File: config.mk
export PLATFORM = sky130hd
export DESIGN_NAME = cold_room_supervisor
export DESIGN_NICKNAME = d
export VERILOG_FILES = /design/src/hw/rtl/crs_pkg.sv /design/src/hw/rtl/crs_front.sv /design/src/hw/rtl/crs_fifo.sv /design/src/hw/rtl/crs_back.sv /design/src/hw/rtl/cold_room_supervisor.sv
export SDC_FILE = /design/constraint.sdc
export NUM_CORES = 1
export LEC_CHECK = 0
export BUFFER_PORTS_ARGS = -buffer_cell sky130_fd_sc_hd__buf_2
export CAP_MARGIN = 0
export CORE_MARGIN = 5
export CORE_UTILIZATION = 30
export DETAILED_ROUTE_END_ITERATION = 12
export GPL_ROUTABILITY_DRIVEN = 1
export SLEW_MARGIN = 20
export SYNTH_ARGS = -nofsm -noshare
export SYNTH_HDL_FRONTEND = slang
export SYNTH_HIERARCHICAL = 1
export SYNTH_SLANG_ARGS = --single-unit
File: constraint.sdc
create_clock -name clk_i -period 9.7 [get_ports clk_i]
set_input_delay 0.97 -clock clk_i [delete_from_list [all_inputs] [get_ports clk_i]]
set_output_delay 0.97 -clock clk_i [all_outputs]
set_load 0.005 [all_outputs]
File: src/hw/rtl/crs_pkg.sv
// Shared types, constants and codes for the cold room supervisor.
package crs_pkg;

  localparam int unsigned DoorHoldMs   = 3000;
  localparam int unsigned MinDwellMs   = 4000;
  localparam int unsigned PeriodCrit   = 250;
  localparam int unsigned PeriodDoor   = 700;
  localparam int unsigned PeriodFault  = 500;
  localparam int unsigned FifoDepthDef = 4;

  localparam int unsigned InDataW  = 72;
  localparam int unsigned OutDataW = 16;
  localparam int unsigned CfgAddrW = 5;

  typedef enum logic [2:0] {
    ST_FAULT    = 3'd0,
    ST_CRITICAL = 3'd1,
    ST_DOOR     = 3'd2,
    ST_COOLING  = 3'd3,
    ST_STEADY   = 3'd4
  } crs_state_e;

  typedef enum logic [1:0] {
    TONE_OFF  = 2'd0,
    TONE_1000 = 2'd1,
    TONE_1500 = 2'd2,
    TONE_2000 = 2'd3
  } crs_tone_e;

  typedef enum logic [2:0] {
    REG_CRIT_ON    = 3'd0,
    REG_CRIT_OFF   = 3'd1,
    REG_COOL_ON    = 3'd2,
    REG_COOL_OFF   = 3'd3,
    REG_HUM_ON     = 3'd4,
    REG_HUM_OFF    = 3'd5,
    REG_LIGHT_OPEN = 3'd6,
    REG_LIGHT_SHUT = 3'd7
  } crs_reg_e;

  typedef enum logic {
    PH_LOAD = 1'b0,
    PH_EXEC = 1'b1
  } crs_phase_e;

  typedef struct packed {
    logic signed [10:0] crit_on;
    logic signed [10:0] crit_off;
    logic signed [10:0] cool_on;
    logic signed [10:0] cool_off;
    logic [9:0]         hum_on;
    logic [9:0]         hum_off;
    logic [11:0]        light_open;
    logic [11:0]        light_shut;
  } crs_cfg_t;

  // Classified request as it waits in the queue
  typedef struct packed {
    logic        is_tick;
    logic [31:0] now;
    logic        valid;
    logic        ge_crit_on;
    logic        lt_crit_off;
    logic        ge_cool_on;
    logic        le_cool_off;
    logic        ge_hum_on;
    logic        lt_hum_off;
    logic        lit;
    logic        ge_shut;
  } crs_item_t;

  // Time checks formed in the first back-end cycle
  typedef struct packed {
    logic hold_ok;
    logic dwell_ok;
    logic ge_crit;
    logic ge_door;
    logic ge_fault;
  } crs_timing_t;

  typedef struct packed {
    logic       changed;
    logic       door_open;
    logic [1:0] tone;
    logic       buzzer;
    logic       blue;
    logic       green;
    logic       red;
    logic       relay;
    logic [2:0] node_state;
  } crs_result_t;

endpackage

File: src/hw/rtl/crs_front.sv
// Front end: unpacks a request and classifies it against the thresholds.
module crs_front import crs_pkg::*; (
  input  logic               s_axis_tvalid,
  output logic               s_axis_tready,
  input  logic [InDataW-1:0] s_axis_tdata,  // now_ms, reading_valid, temperature, humidity,
                                            // light_level, zero fill
  input  logic               s_axis_tuser,  // req_type
  input  crs_cfg_t           cfg_i,
  input  logic               q_full_i,
  output logic               q_push_o,
  output crs_item_t          q_item_o
);

  logic signed [10:0] temp;
  logic [9:0]         hum;
  logic [11:0]        light;

  assign temp  = $signed(s_axis_tdata[43:33]);
  assign hum   = s_axis_tdata[53:44];
  assign light = s_axis_tdata[65:54];

  assign s_axis_tready = !q_full_i;
  assign q_push_o      = s_axis_tvalid && !q_full_i;

  always_comb begin
    q_item_o.is_tick     = s_axis_tuser;
    q_item_o.now         = s_axis_tdata[31:0];
    q_item_o.valid       = s_axis_tdata[32];
    q_item_o.ge_crit_on  = temp >= cfg_i.crit_on;
    q_item_o.lt_crit_off = temp < cfg_i.crit_off;
    q_item_o.ge_cool_on  = temp >= cfg_i.cool_on;
    q_item_o.le_cool_off = temp <= cfg_i.cool_off;
    q_item_o.ge_hum_on   = hum >= cfg_i.hum_on;
    q_item_o.lt_hum_off  = hum < cfg_i.hum_off;
    q_item_o.lit         = light <= cfg_i.light_open;
    q_item_o.ge_shut     = light >= cfg_i.light_shut;
  end

endmodule

File: src/hw/rtl/crs_fifo.sv
// Short request queue between the front end and the back end.
module crs_fifo import crs_pkg::*; #(
  parameter int unsigned DEPTH = FifoDepthDef
) (
  input  logic      clk_i,
  input  logic      rst_ni,
  input  logic      push_i,
  input  crs_item_t item_i,
  input  logic      pop_i,
  output crs_item_t item_o,
  output logic      full_o,
  output logic      empty_o
);

  localparam int unsigned AW = (DEPTH > 1) ? $clog2(DEPTH) : 1;
  localparam int unsigned CW = $clog2(DEPTH + 1);
  localparam logic [AW-1:0] LastPtr = AW'(DEPTH - 1);
  localparam logic [CW-1:0] FullCnt = CW'(DEPTH);

  crs_item_t     mem_q [DEPTH];
  logic [AW-1:0] wr_ptr_q, rd_ptr_q;
  logic [CW-1:0] count_q;

  assign full_o  = count_q == FullCnt;
  assign empty_o = count_q == '0;
  assign item_o  = mem_q[rd_ptr_q];

  always_ff @(posedge clk_i) begin
    if (push_i) begin
      mem_q[wr_ptr_q] <= item_i;
    end
  end

  always_ff @(posedge clk_i or negedge rst_ni) begin
    if (!rst_ni) begin
      wr_ptr_q <= '0;
      rd_ptr_q <= '0;
      count_q  <= '0;
    end else begin
      if (push_i) begin
        wr_ptr_q <= (wr_ptr_q == LastPtr) ? '0 : wr_ptr_q + AW'(1);
      end
      if (pop_i) begin
        rd_ptr_q <= (rd_ptr_q == LastPtr) ? '0 : rd_ptr_q + AW'(1);
      end
      if (push_i && !pop_i) begin
        count_q <= count_q + CW'(1);
      end else if (pop_i && !push_i) begin
        count_q <= count_q - CW'(1);
      end
    end
  end

endmodule

File: src/hw/rtl/crs_back.sv
// Back end: door, latches, state decision, blink and output register.
module crs_back import crs_pkg::*; (
  input  logic                clk_i,
  input  logic                rst_ni,
  input  logic                q_empty_i,
  input  crs_item_t           q_item_i,
  output logic                q_pop_o,
  output logic                m_axis_tvalid,
  input  logic                m_axis_tready,
  output logic [OutDataW-1:0] m_axis_tdata   // node_state, relay_on, led_red, led_green,
                                             // led_blue, buzzer_on, tone_select, door_open,
                                             // state_changed, zero fill
);

  crs_phase_e  ph_q, ph_d;
  crs_item_t   it_q;
  crs_timing_t tm_q, tm_d;

  crs_state_e  cur_q, cur_d;
  logic        door_q, door_d;
  logic        run_q, run_d;
  logic [31:0] lit_start_q, lit_start_d;
  logic        crit_q, crit_d;
  logic        hum_q, hum_d;
  logic        cool_q, cool_d;
  logic [31:0] entry_q, entry_d;
  logic [31:0] blink_start_q, blink_start_d;
  logic        blink_q, blink_d;

  logic        out_valid_q, out_valid_d;
  crs_result_t out_q, out_d;

  logic        commit;
  logic        out_free;
  logic [31:0] lit_diff, dwell_diff, blink_diff;

  crs_state_e  next_st;
  logic        crit_a, hum_a, cool_a, risk, may, changed, tick_due;
  crs_tone_e   tone;

  assign out_free      = !out_valid_q || m_axis_tready;
  assign m_axis_tvalid = out_valid_q;
  assign m_axis_tdata  = {(OutDataW - $bits(crs_result_t))'(0), out_q};

  // Time differences against the state as it stands before this request
  assign lit_diff   = q_item_i.now - lit_start_q;
  assign dwell_diff = q_item_i.now - entry_q;
  assign blink_diff = q_item_i.now - blink_start_q;

  always_comb begin
    tm_d.hold_ok  = lit_diff >= 32'(DoorHoldMs);
    tm_d.dwell_ok = dwell_diff >= 32'(MinDwellMs);
    tm_d.ge_crit  = blink_diff >= 32'(PeriodCrit);
    tm_d.ge_door  = blink_diff >= 32'(PeriodDoor);
    tm_d.ge_fault = blink_diff >= 32'(PeriodFault);
  end

  always_comb begin
    ph_d    = ph_q;
    q_pop_o = 1'b0;
    commit  = 1'b0;
    case (ph_q)
      PH_LOAD: begin
        if (!q_empty_i) begin
          q_pop_o = 1'b1;
          ph_d    = PH_EXEC;
        end
      end
      PH_EXEC: begin
        if (out_free) begin
          commit = 1'b1;
          ph_d   = PH_LOAD;
        end
      end
      default: ph_d = PH_LOAD;
    endcase
  end

  always_comb begin
    door_d        = door_q;
    run_d         = run_q;
    lit_start_d   = lit_start_q;
    crit_d        = crit_q;
    hum_d         = hum_q;
    cool_d        = cool_q;
    cur_d         = cur_q;
    entry_d       = entry_q;
    blink_start_d = blink_start_q;
    blink_d       = blink_q;
    next_st       = cur_q;
    crit_a        = 1'b0;
    hum_a         = 1'b0;
    cool_a        = 1'b0;
    risk          = 1'b0;
    may           = 1'b0;
    changed       = 1'b0;
    tick_due      = 1'b0;
    tone          = TONE_OFF;

    if (!it_q.is_tick) begin
      // Door: sustained light opens, dark enough closes
      if (!door_q && it_q.lit) begin
        if (!run_q) begin
          run_d       = 1'b1;
          lit_start_d = it_q.now;
        end else if (tm_q.hold_ok) begin
          door_d = 1'b1;
        end
      end else if (door_q && it_q.ge_shut) begin
        door_d = 1'b0;
        run_d  = 1'b0;
      end else if (!door_q && !it_q.lit) begin
        run_d = 1'b0;
      end

      if (!it_q.valid) begin
        next_st = ST_FAULT;
      end else begin
        crit_a = crit_q || it_q.ge_crit_on;
        crit_d = crit_a && !it_q.lt_crit_off;
        hum_a  = hum_q || it_q.ge_hum_on;
        hum_d  = hum_a && !it_q.lt_hum_off;
        risk   = it_q.ge_cool_on;
        if (crit_d || (risk && door_d) || (risk && hum_d)) begin
          next_st = ST_CRITICAL;
        end else if (door_d) begin
          next_st = ST_DOOR;
        end else begin
          cool_a  = cool_q || it_q.ge_cool_on;
          cool_d  = cool_a && !it_q.le_cool_off;
          next_st = cool_d ? ST_COOLING : ST_STEADY;
        end
      end

      may = (next_st == ST_CRITICAL) || (next_st == ST_FAULT) || tm_q.dwell_ok;
      if ((next_st != cur_q) && may) begin
        cur_d   = next_st;
        entry_d = it_q.now;
        changed = 1'b1;
      end
    end

    // Blink advances on every request, from the updated state
    case (cur_d)
      ST_CRITICAL: tick_due = tm_q.ge_crit;
      ST_DOOR:     tick_due = tm_q.ge_door;
      ST_FAULT:    tick_due = tm_q.ge_fault;
      default:     tick_due = 1'b0;
    endcase
    if (cur_d == ST_COOLING || cur_d == ST_STEADY) begin
      blink_d = 1'b0;
    end else if (tick_due) begin
      blink_start_d = it_q.now;
      blink_d       = !blink_q;
    end

    out_d            = out_q;
    out_d.node_state = cur_d;
    out_d.relay      = 1'b0;
    out_d.red        = 1'b0;
    out_d.green      = 1'b0;
    out_d.blue       = 1'b0;
    case (cur_d)
      ST_FAULT: begin
        out_d.red  = blink_d;
        out_d.blue = blink_d;
        tone       = blink_d ? TONE_1000 : TONE_OFF;
      end
      ST_CRITICAL: begin
        out_d.relay = 1'b1;
        out_d.red   = blink_d;
        tone        = blink_d ? TONE_2000 : TONE_OFF;
      end
      ST_DOOR: begin
        out_d.red   = 1'b1;
        out_d.green = 1'b1;
        tone        = blink_d ? TONE_1500 : TONE_OFF;
      end
      ST_COOLING: begin
        out_d.relay = 1'b1;
        out_d.blue  = 1'b1;
      end
      default: out_d.green = 1'b1;
    endcase
    out_d.tone      = tone;
    out_d.buzzer    = tone != TONE_OFF;
    out_d.door_open = door_d;
    out_d.changed   = changed;

    out_valid_d = (out_valid_q && !m_axis_tready) || commit;
  end

  always_ff @(posedge clk_i) begin
    if (q_pop_o) begin
      it_q <= q_item_i;
      tm_q <= tm_d;
    end
    if (commit) begin
      out_q <= out_d;
    end
  end

  always_ff @(posedge clk_i or negedge rst_ni) begin
    if (!rst_ni) begin
      ph_q          <= PH_LOAD;
      out_valid_q   <= 1'b0;
      cur_q         <= ST_STEADY;
      door_q        <= 1'b0;
      run_q         <= 1'b0;
      lit_start_q   <= '0;
      crit_q        <= 1'b0;
      hum_q         <= 1'b0;
      cool_q        <= 1'b0;
      entry_q       <= '0;
      blink_start_q <= '0;
      blink_q       <= 1'b0;
    end else begin
      ph_q        <= ph_d;
      out_valid_q <= out_valid_d;
      if (commit) begin
        cur_q         <= cur_d;
        door_q        <= door_d;
        run_q         <= run_d;
        lit_start_q   <= lit_start_d;
        crit_q        <= crit_d;
        hum_q         <= hum_d;
        cool_q        <= cool_d;
        entry_q       <= entry_d;
        blink_start_q <= blink_start_d;
        blink_q       <= blink_d;
      end
    end
  end

  // A stalled result must not let the supervisor state move on
  assert property (@(posedge clk_i) disable iff (!rst_ni)
    (ph_q == PH_EXEC && !out_free) |=> $stable(cur_q) && $stable(door_q))
    else $error("state moved while result was stalled");

  // The door can only open once the lit timer has been running
  assert property (@(posedge clk_i) disable iff (!rst_ni)
    $rose(door_q) |-> $past(run_q))
    else $error("door opened without a running lit timer");

  // Blink phase stays low outside the alarm states
  assert property (@(posedge clk_i) disable iff (!rst_ni)
    blink_q |-> (cur_q == ST_FAULT || cur_q == ST_CRITICAL || cur_q == ST_DOOR))
    else $error("blink phase set in a steady state");

  // Queue is read only when the back end is ready to take a request
  assert property (@(posedge clk_i) disable iff (!rst_ni)
    q_pop_o |-> (ph_q == PH_LOAD && !q_empty_i))
    else $error("queue popped outside the load phase");

endmodule

File: src/hw/rtl/cold_room_supervisor.sv
// The back end takes one request at a time: its load phase pops it and registers the time
//   differences, and its execute phase applies the door, latch, state and blink updates
//   and loads the output register, waiting there while the output is stalled.
// The front end accepts a request in any cycle in which the queue has room.
// Reset (rst_ni low, asynchronous): state normal, door closed, latches and timers cleared,
//   queue and output register empty, thresholds back to their defaults.
module cold_room_supervisor import crs_pkg::*; #(
  parameter int unsigned FIFO_DEPTH = FifoDepthDef
) (
  input  logic                clk_i,
  input  logic                rst_ni,
  input  logic                s_axis_tvalid,
  output logic                s_axis_tready,
  input  logic [InDataW-1:0]  s_axis_tdata,   // now_ms, reading_valid, temperature, humidity,
                                              // light_level, zero fill
  input  logic                s_axis_tuser,   // req_type
  output logic                m_axis_tvalid,
  input  logic                m_axis_tready,
  output logic [OutDataW-1:0] m_axis_tdata,   // node_state, relay_on, led_red, led_green,
                                              // led_blue, buzzer_on, tone_select, door_open,
                                              // state_changed, zero fill
  input  logic                psel,
  input  logic                penable,
  input  logic                pwrite,
  input  logic [CfgAddrW-1:0] paddr,
  input  logic [31:0]         pwdata,
  output logic [31:0]         prdata,
  output logic                pready
);

  crs_cfg_t  cfg_q;
  crs_item_t push_item, pop_item;
  logic      push, pop, q_full, q_empty;
  logic      cfg_wr;
  crs_reg_e  reg_sel;

  assign pready  = 1'b1;
  assign cfg_wr  = psel && penable && pwrite && pready;
  assign reg_sel = crs_reg_e'(paddr[CfgAddrW-1:2]);

  always_ff @(posedge clk_i or negedge rst_ni) begin
    if (!rst_ni) begin
      cfg_q.crit_on    <= 11'sd80;
      cfg_q.crit_off   <= 11'sd70;
      cfg_q.cool_on    <= 11'sd60;
      cfg_q.cool_off   <= 11'sd40;
      cfg_q.hum_on     <= 10'd750;
      cfg_q.hum_off    <= 10'd700;
      cfg_q.light_open <= 12'd1500;
      cfg_q.light_shut <= 12'd2500;
    end else if (cfg_wr) begin
      case (reg_sel)
        REG_CRIT_ON:    cfg_q.crit_on    <= $signed(pwdata[10:0]);
        REG_CRIT_OFF:   cfg_q.crit_off   <= $signed(pwdata[10:0]);
        REG_COOL_ON:    cfg_q.cool_on    <= $signed(pwdata[10:0]);
        REG_COOL_OFF:   cfg_q.cool_off   <= $signed(pwdata[10:0]);
        REG_HUM_ON:     cfg_q.hum_on     <= pwdata[9:0];
        REG_HUM_OFF:    cfg_q.hum_off    <= pwdata[9:0];
        REG_LIGHT_OPEN: cfg_q.light_open <= pwdata[11:0];
        REG_LIGHT_SHUT: cfg_q.light_shut <= pwdata[11:0];
        default: ;
      endcase
    end
  end

  // Signed thresholds read back sign extended
  always_comb begin
    case (reg_sel)
      REG_CRIT_ON:    prdata = 32'(cfg_q.crit_on);
      REG_CRIT_OFF:   prdata = 32'(cfg_q.crit_off);
      REG_COOL_ON:    prdata = 32'(cfg_q.cool_on);
      REG_COOL_OFF:   prdata = 32'(cfg_q.cool_off);
      REG_HUM_ON:     prdata = {22'd0, cfg_q.hum_on};
      REG_HUM_OFF:    prdata = {22'd0, cfg_q.hum_off};
      REG_LIGHT_OPEN: prdata = {20'd0, cfg_q.light_open};
      REG_LIGHT_SHUT: prdata = {20'd0, cfg_q.light_shut};
      default:        prdata = '0;
    endcase
  end

  crs_front u_front (
    .s_axis_tvalid (s_axis_tvalid),
    .s_axis_tready (s_axis_tready),
    .s_axis_tdata  (s_axis_tdata),
    .s_axis_tuser  (s_axis_tuser),
    .cfg_i         (cfg_q),
    .q_full_i      (q_full),
    .q_push_o      (push),
    .q_item_o      (push_item)
  );

  crs_fifo #(
    .DEPTH (FIFO_DEPTH)
  ) u_fifo (
    .clk_i   (clk_i),
    .rst_ni  (rst_ni),
    .push_i  (push),
    .item_i  (push_item),
    .pop_i   (pop),
    .item_o  (pop_item),
    .full_o  (q_full),
    .empty_o (q_empty)
  );

  crs_back u_back (
    .clk_i         (clk_i),
    .rst_ni        (rst_ni),
    .q_empty_i     (q_empty),
    .q_item_i      (pop_item),
    .q_pop_o       (pop),
    .m_axis_tvalid (m_axis_tvalid),
    .m_axis_tready (m_axis_tready),
    .m_axis_tdata  (m_axis_tdata)
  );

endmodule

Word level (Yosys, flattened, before mapping)
Memory sizes are Yosys's and may differ from the RTL's.
Index checks and enable logic that the tools add are counted.
{"block": "totals", "register_bits": 261, "ramBits": 168, "output_inout_bits": 51, "wordCells": 192, "n_memories": 1}
{"memory": "u_fifo.mem_q", "depth": 4, "width": 42, "rd": 1, "rd_clocked_by_memory_dff": 0, "write_ports": 1, "line": "crs_fifo.sv:20", "text": "crs_item_t mem_q [DEPTH];"}
{"block": "op_classes", "add_sub_neg": 7, "n_lt_le_gt_ge": 13, "n_eq_ne": 16, "n_mux": 41, "bitwise_logic": 6, "reduce_logical": 60}
{"cell": "$pmux W32 S8", "count": 1}
{"cell": "$sub A32 B32 Y32", "count": 3}
{"cell": "$ge A32 B12 Y1 const B", "count": 2}
{"cell": "$ge A32 B10 Y1 const B", "count": 1}
{"cell": "$ge A32 B8 Y1 const B", "count": 1}
{"cell": "$ge A32 B9 Y1 const B", "count": 1}
{"cell": "$mux W3", "count": 9}
{"cell": "$ge A11 B11 Y1", "count": 2}
{"cell": "$mux W1", "count": 22}
{"cell": "$eq A3 B3 Y1 const B", "count": 6}
{"cell": "$reduce_and A2 Y1", "count": 8}
{"cell": "$logic_and A1 B1 Y1", "count": 15}
{"cell": "$eq A3 B2 Y1 const B", "count": 4}
{"cell": "$ge A12 B12 Y1", "count": 1}
{"cell": "$le A12 B12 Y1", "count": 1}
{"cell": "$logic_not A3 Y1", "count": 4}
{"cell": "$reduce_and A3 Y1", "count": 4}
{"cell": "$le A11 B11 Y1", "count": 1}
{"cell": "$logic_not A1 Y1", "count": 11}
{"cell": "$lt A11 B11 Y1", "count": 1}
{"cell": "$ge A10 B10 Y1", "count": 1}
{"cell": "$logic_or A1 B1 Y1", "count": 10}
{"cell": "$lt A10 B10 Y1", "count": 1}
{"cell": "$eq A3 B1 Y1 const B", "count": 3}
{"cell": "16 further kinds", "count": 30}

Logic depth before layout (Yosys ltp)
{"block": "depth", "word_depth": 23, "ltp_mapped": 16}

Modules after synthesis
The synthesis kept the hierarchy.
{"module": "crs_back", "n_inst": 1, "cells_each": 1307, "area_each_um2": 11991.5}
{"module": "crs_fifo", "n_inst": 1, "cells_each": 257, "area_each_um2": 6535.0}
{"module": "cold_room_supervisor", "n_inst": 1, "cells_each": 339, "area_each_um2": 4301.6}
{"module": "crs_front", "n_inst": 1, "cells_each": 329, "area_each_um2": 2392.3}

Worst setup path before layout
OpenSTA, ideal clock, no wires.
{"block": "synth_path", "path_kind": "flip-flop to flip-flop", "start": "register u_fifo.rd_ptr_q[0]", "end": "register u_back/tm_q[3] (netlist bit) (data pin)", "setup_ps": 263, "arrival_ps": 3865, "t_required_ps": 9437, "setup_slack_ps": 5572, "path_stages_with_launch": 15, "path_buffers": 3, "synth_period_minus_slack_ps": 4128, "cell_sequence": "dfrtp_1 -> buf_6 -> buf_12 -> mux4_2 -> ha_1 -> buf_2 -> a211oi_2 -> o21ba_2 -> a211oi_2 -> nor3b_2 -> xor2_1 -> o2111ai_1 -> or3_1 -> or4_1 -> a2111o_1"}
{"element": "start, declared", "line": "crs_fifo.sv:21", "text": "logic [AW-1:0] wr_ptr_q, rd_ptr_q;"}
{"element": "start signal, assigned", "line": "crs_fifo.sv:44", "text": "rd_ptr_q <= (rd_ptr_q == LastPtr) ? '0 : rd_ptr_q + AW'(1);"}
{"element": "end signal, assigned", "line": "crs_back.sv:196", "text": "tm_q <= tm_d;"}
{"element": "end, declared", "line": "crs_back.sv:17", "text": "crs_timing_t tm_q, tm_d;"}

==> out/results.txt <==
outcome: finished, final reports clean
XOR/XNOR share of the synthesized area: 1.56%
unrepaired setup endpoints after global routing: no
Seq cells post-synth: 429
Slowest-stage cell, CP: nor4_1
clock skew: 0.0502 ns
post-route setup TNS: 0 ns
mapped cell area: 25200 um^2
max incr delay on CP: 0.83 ns
initial antenna violation count: 16
placed instance area: 26600 um^2
worst slew margin relative to its limit: 26.2%
Pwr Density: 393 nW/um^2
crit path kind: register to register
Sequential Power Share: 26.8%
switch share: 43.4%
R2R depth: 12
DP HPWL: 46400 um
worst reg2reg path endpoint: u_back/tm_q[2]
first-pass GRT wire length: 99000 um
CTS clk-pin slew, worst paths: 0.06 ns
total area of sequential cells: 11900 um^2
TritonCTS clock tree: yes
Req. time, crit path: 9.98 ns
Max Fanout on Critical Path: 31
Post-Synth Adder-Cell Area: 9.50%
final setup vio count: 0
largest family of logic cells by synthesized area: compound AO/OA/AOI/OAI gates
fraction of registers with async set/reset: 47.1%
starting density of the core: 30.2%
measured slew at the worst slew-check pin: 1.08 ns
synth unique cells: 100
Final #Nets: 2622
startpoint types: register
Internal: 6310 uW
Worst Path Arrival: 6.29 ns
layout cells sized above 1: 19.9%
FF-to-FF setup slack: 3.69 ns
Area growth, synth to finish: 12.4%
row cnt: 106
Yosys top cell area share: 27.0%
Comb pwr share: 55.9%
Worst VDD drop: 180 uV
post-CTS setup buffer count: 0
I/O pins: 168
Cell Chain, Critical Path: buf_4, mux4_1, ha_1, a21oi_1, o21ai_1, a311oi_1, nand2_1, a2111oi_0, o2111a_1, nand4_1, nor4_1, o2111ai_1
Pins Over Slew Limit: 0
RD Place Congestion: 0.847
DRC violations left: 0
synth warn: 6
WL final: 62000 um
pin count of the biggest net entering global routing: 82
1st-iter DRT viols: 1091
synth top area cells: edfxtp_1 27%, dfrtp_1 16%, ha_1 9.2%
crit path time final: 6.01 ns
fillers: 8382
Fin. Hold Viols: 0
routed length per instance: 18.0 um
H-tree depth: 2
Final period util: 61.9%
Synth Instances: 2232
DIE WIDTH: 300 um
max capacitance violation total: 0
P_leak: 0.0115 uW
endpoint class of the critical path: register
simple-gate share of the synthesized area: 9.58%
Vias/cell: 5.07
Total GRT Usage: 13.7%
Primary FF master, synth: edfxtp_1
Port-buffer cells: 134
Post-synth EDFFs: 227
post-synthesis compound-gate area fraction: 13.1%
die area: 90000 um^2
hold buffer count at CTS: 0
Worst Hold Class: primary input to asynchronous set/reset pin
Core Util, Final: 33.9%
multi-input logic area: 11700 um^2
clock share of power: 17.3%
Seq/Total Area, Yosys: 47.3%
reg-to-reg critical path startpoint: u_fifo/rd_ptr_q[0]
Final Cell Area: 28300 um^2
grt total ovfl: 0
chip height: 300 um
Clock Latency Late Sink: 0.61 ns
Root Driver: clkbuf_16
vias: 17400
TritonRoute pass-1 iters: 5
NetSw: 4830 uW
Hold WS: 0.355 ns
Max Buffers Root-to-Sink: 3
mux contribution to synthesized area: 12.4%
post-CTS sizing: 0
fmax: 166 MHz
Post-synth top cells: 227 x edfxtp_1, 227 x inv_1, 185 x ha_1, 165 x dfrtp_1, 136 x nand2_1
Mean Syn Cell Area: 11.3 um^2
total CTS buffers: 48
clock sink total: 429
Final ANT Viol Nets: 0
post-synth top area cell: edfxtp_1
Core Area: 83600 um^2
vias in the first global route: 17600
==> cell usage in the layout, fill, tap and decap left out, types with 49 or more instances in the layout <==
cell	synthesis	layout
ha_1	185	185
nor2_1	106	103
nand2_1	136	135
buf_2	28	133
dfrtp_1	165	163
inv_1	227	227
mux2_2	130	130
a21oi_1	128	128
edfxtp_1	227	227
o21ai_0	109	109
clkbuf_16	0	49
==> stage by stage <==
stage	worst slack, ns	power [uW]	std cells
2_1_floorplan	5.57	7650	2235
3_3_place_gp	3.71	9170	3346
3_5_place_dp	3.65	9200	3346
4_1_cts	3.59	11200	3436
5_1_grt	3.23	12100	3437
6_report	3.69	11100	3441
==> how the worst max path moves through the flow <==
| stage | startpoint | to | cells after the start |
|---|---|---|---|
| after global routing | u_fifo/rd_ptr_q[0] | u_back/tm_q[2] | 12 |
| after CTS | u_fifo/rd_ptr_q[0] | u_back/tm_q[2] | 12 |
| after global placement | u_fifo/rd_ptr_q[0] | u_back/tm_q[2] | 12 |
| after detailed placement | u_fifo/rd_ptr_q[0] | u_back/tm_q[2] | 12 |
| after floorplan | u_fifo/rd_ptr_q[0] | u_back/tm_q[3] | 14 |
| final | u_fifo/rd_ptr_q[0] | u_back/tm_q[2] | 12 |
==> final cells by class <==
cell class	instances	area share (%)
flip-flops and latches	429	42.1
repair buffers	152	2.88
inverters	230	3.05
multi-input cells	1455	41.2
diodes	5	0.0441
well taps	1080	4.77
clock inverters	29	1.39
clock buffers	61	4.59
==> flip-flops by register name, summed over array words and instances (netlist names), 5 cells and up <==
signal                flops
u_fifo/mem_q            168
cfg_q                    88
u_back/it_q              42
u_back/blink_start_q     32
u_back/entry_q           32
u_back/lit_start_q       32
u_back/m_axis_tdata      12
u_back/tm_q               5
==> per-layer routing <==
metal	GRT usage, %	part of all wire (%)
met2	22.2	46
met3	2.87	5.7
met5	0	0.15
met4	3.95	2.9
met1	18.6	46
==> cell families after synthesis <==
family / after synthesis
compound gates: 499
xor+xnor: 45
fa+ha+maj: 189
buf+inv: 351
flops: 429
mux: 236
other cells: 2
simple gates: 481
==> worst max-delay path: cells and delay by family, from the launching register on <==
| kind | cells | cell delay (ns) |
|---|---|---|
| and+or+nand+nor | 3 | 1.05 |
| AOI/OAI and AO/OA | 6 | 2.12 |
| DFF | 1 | 0.65 |
| buffers and inverters | 1 | 0.55 |
| adders and majority gates | 1 | 0.47 |
| muxes | 1 | 0.80 |
==> power by group through the flow <==
| stage | combinational (uW) | clock [uW] | sequential [uW] |
|---|---|---|---|
| floorplan | 4780 | 0 | 2870 |
| global placement | 6160 | 0 | 3010 |
| detailed placement | 6180 | 0 | 3030 |
| CTS | 6210 | 1980 | 2990 |
| global route | 6940 | 2060 | 3060 |
| finish | 6220 | 1930 | 2990 |
Note: power is estimated with default switching activity, not from simulation.
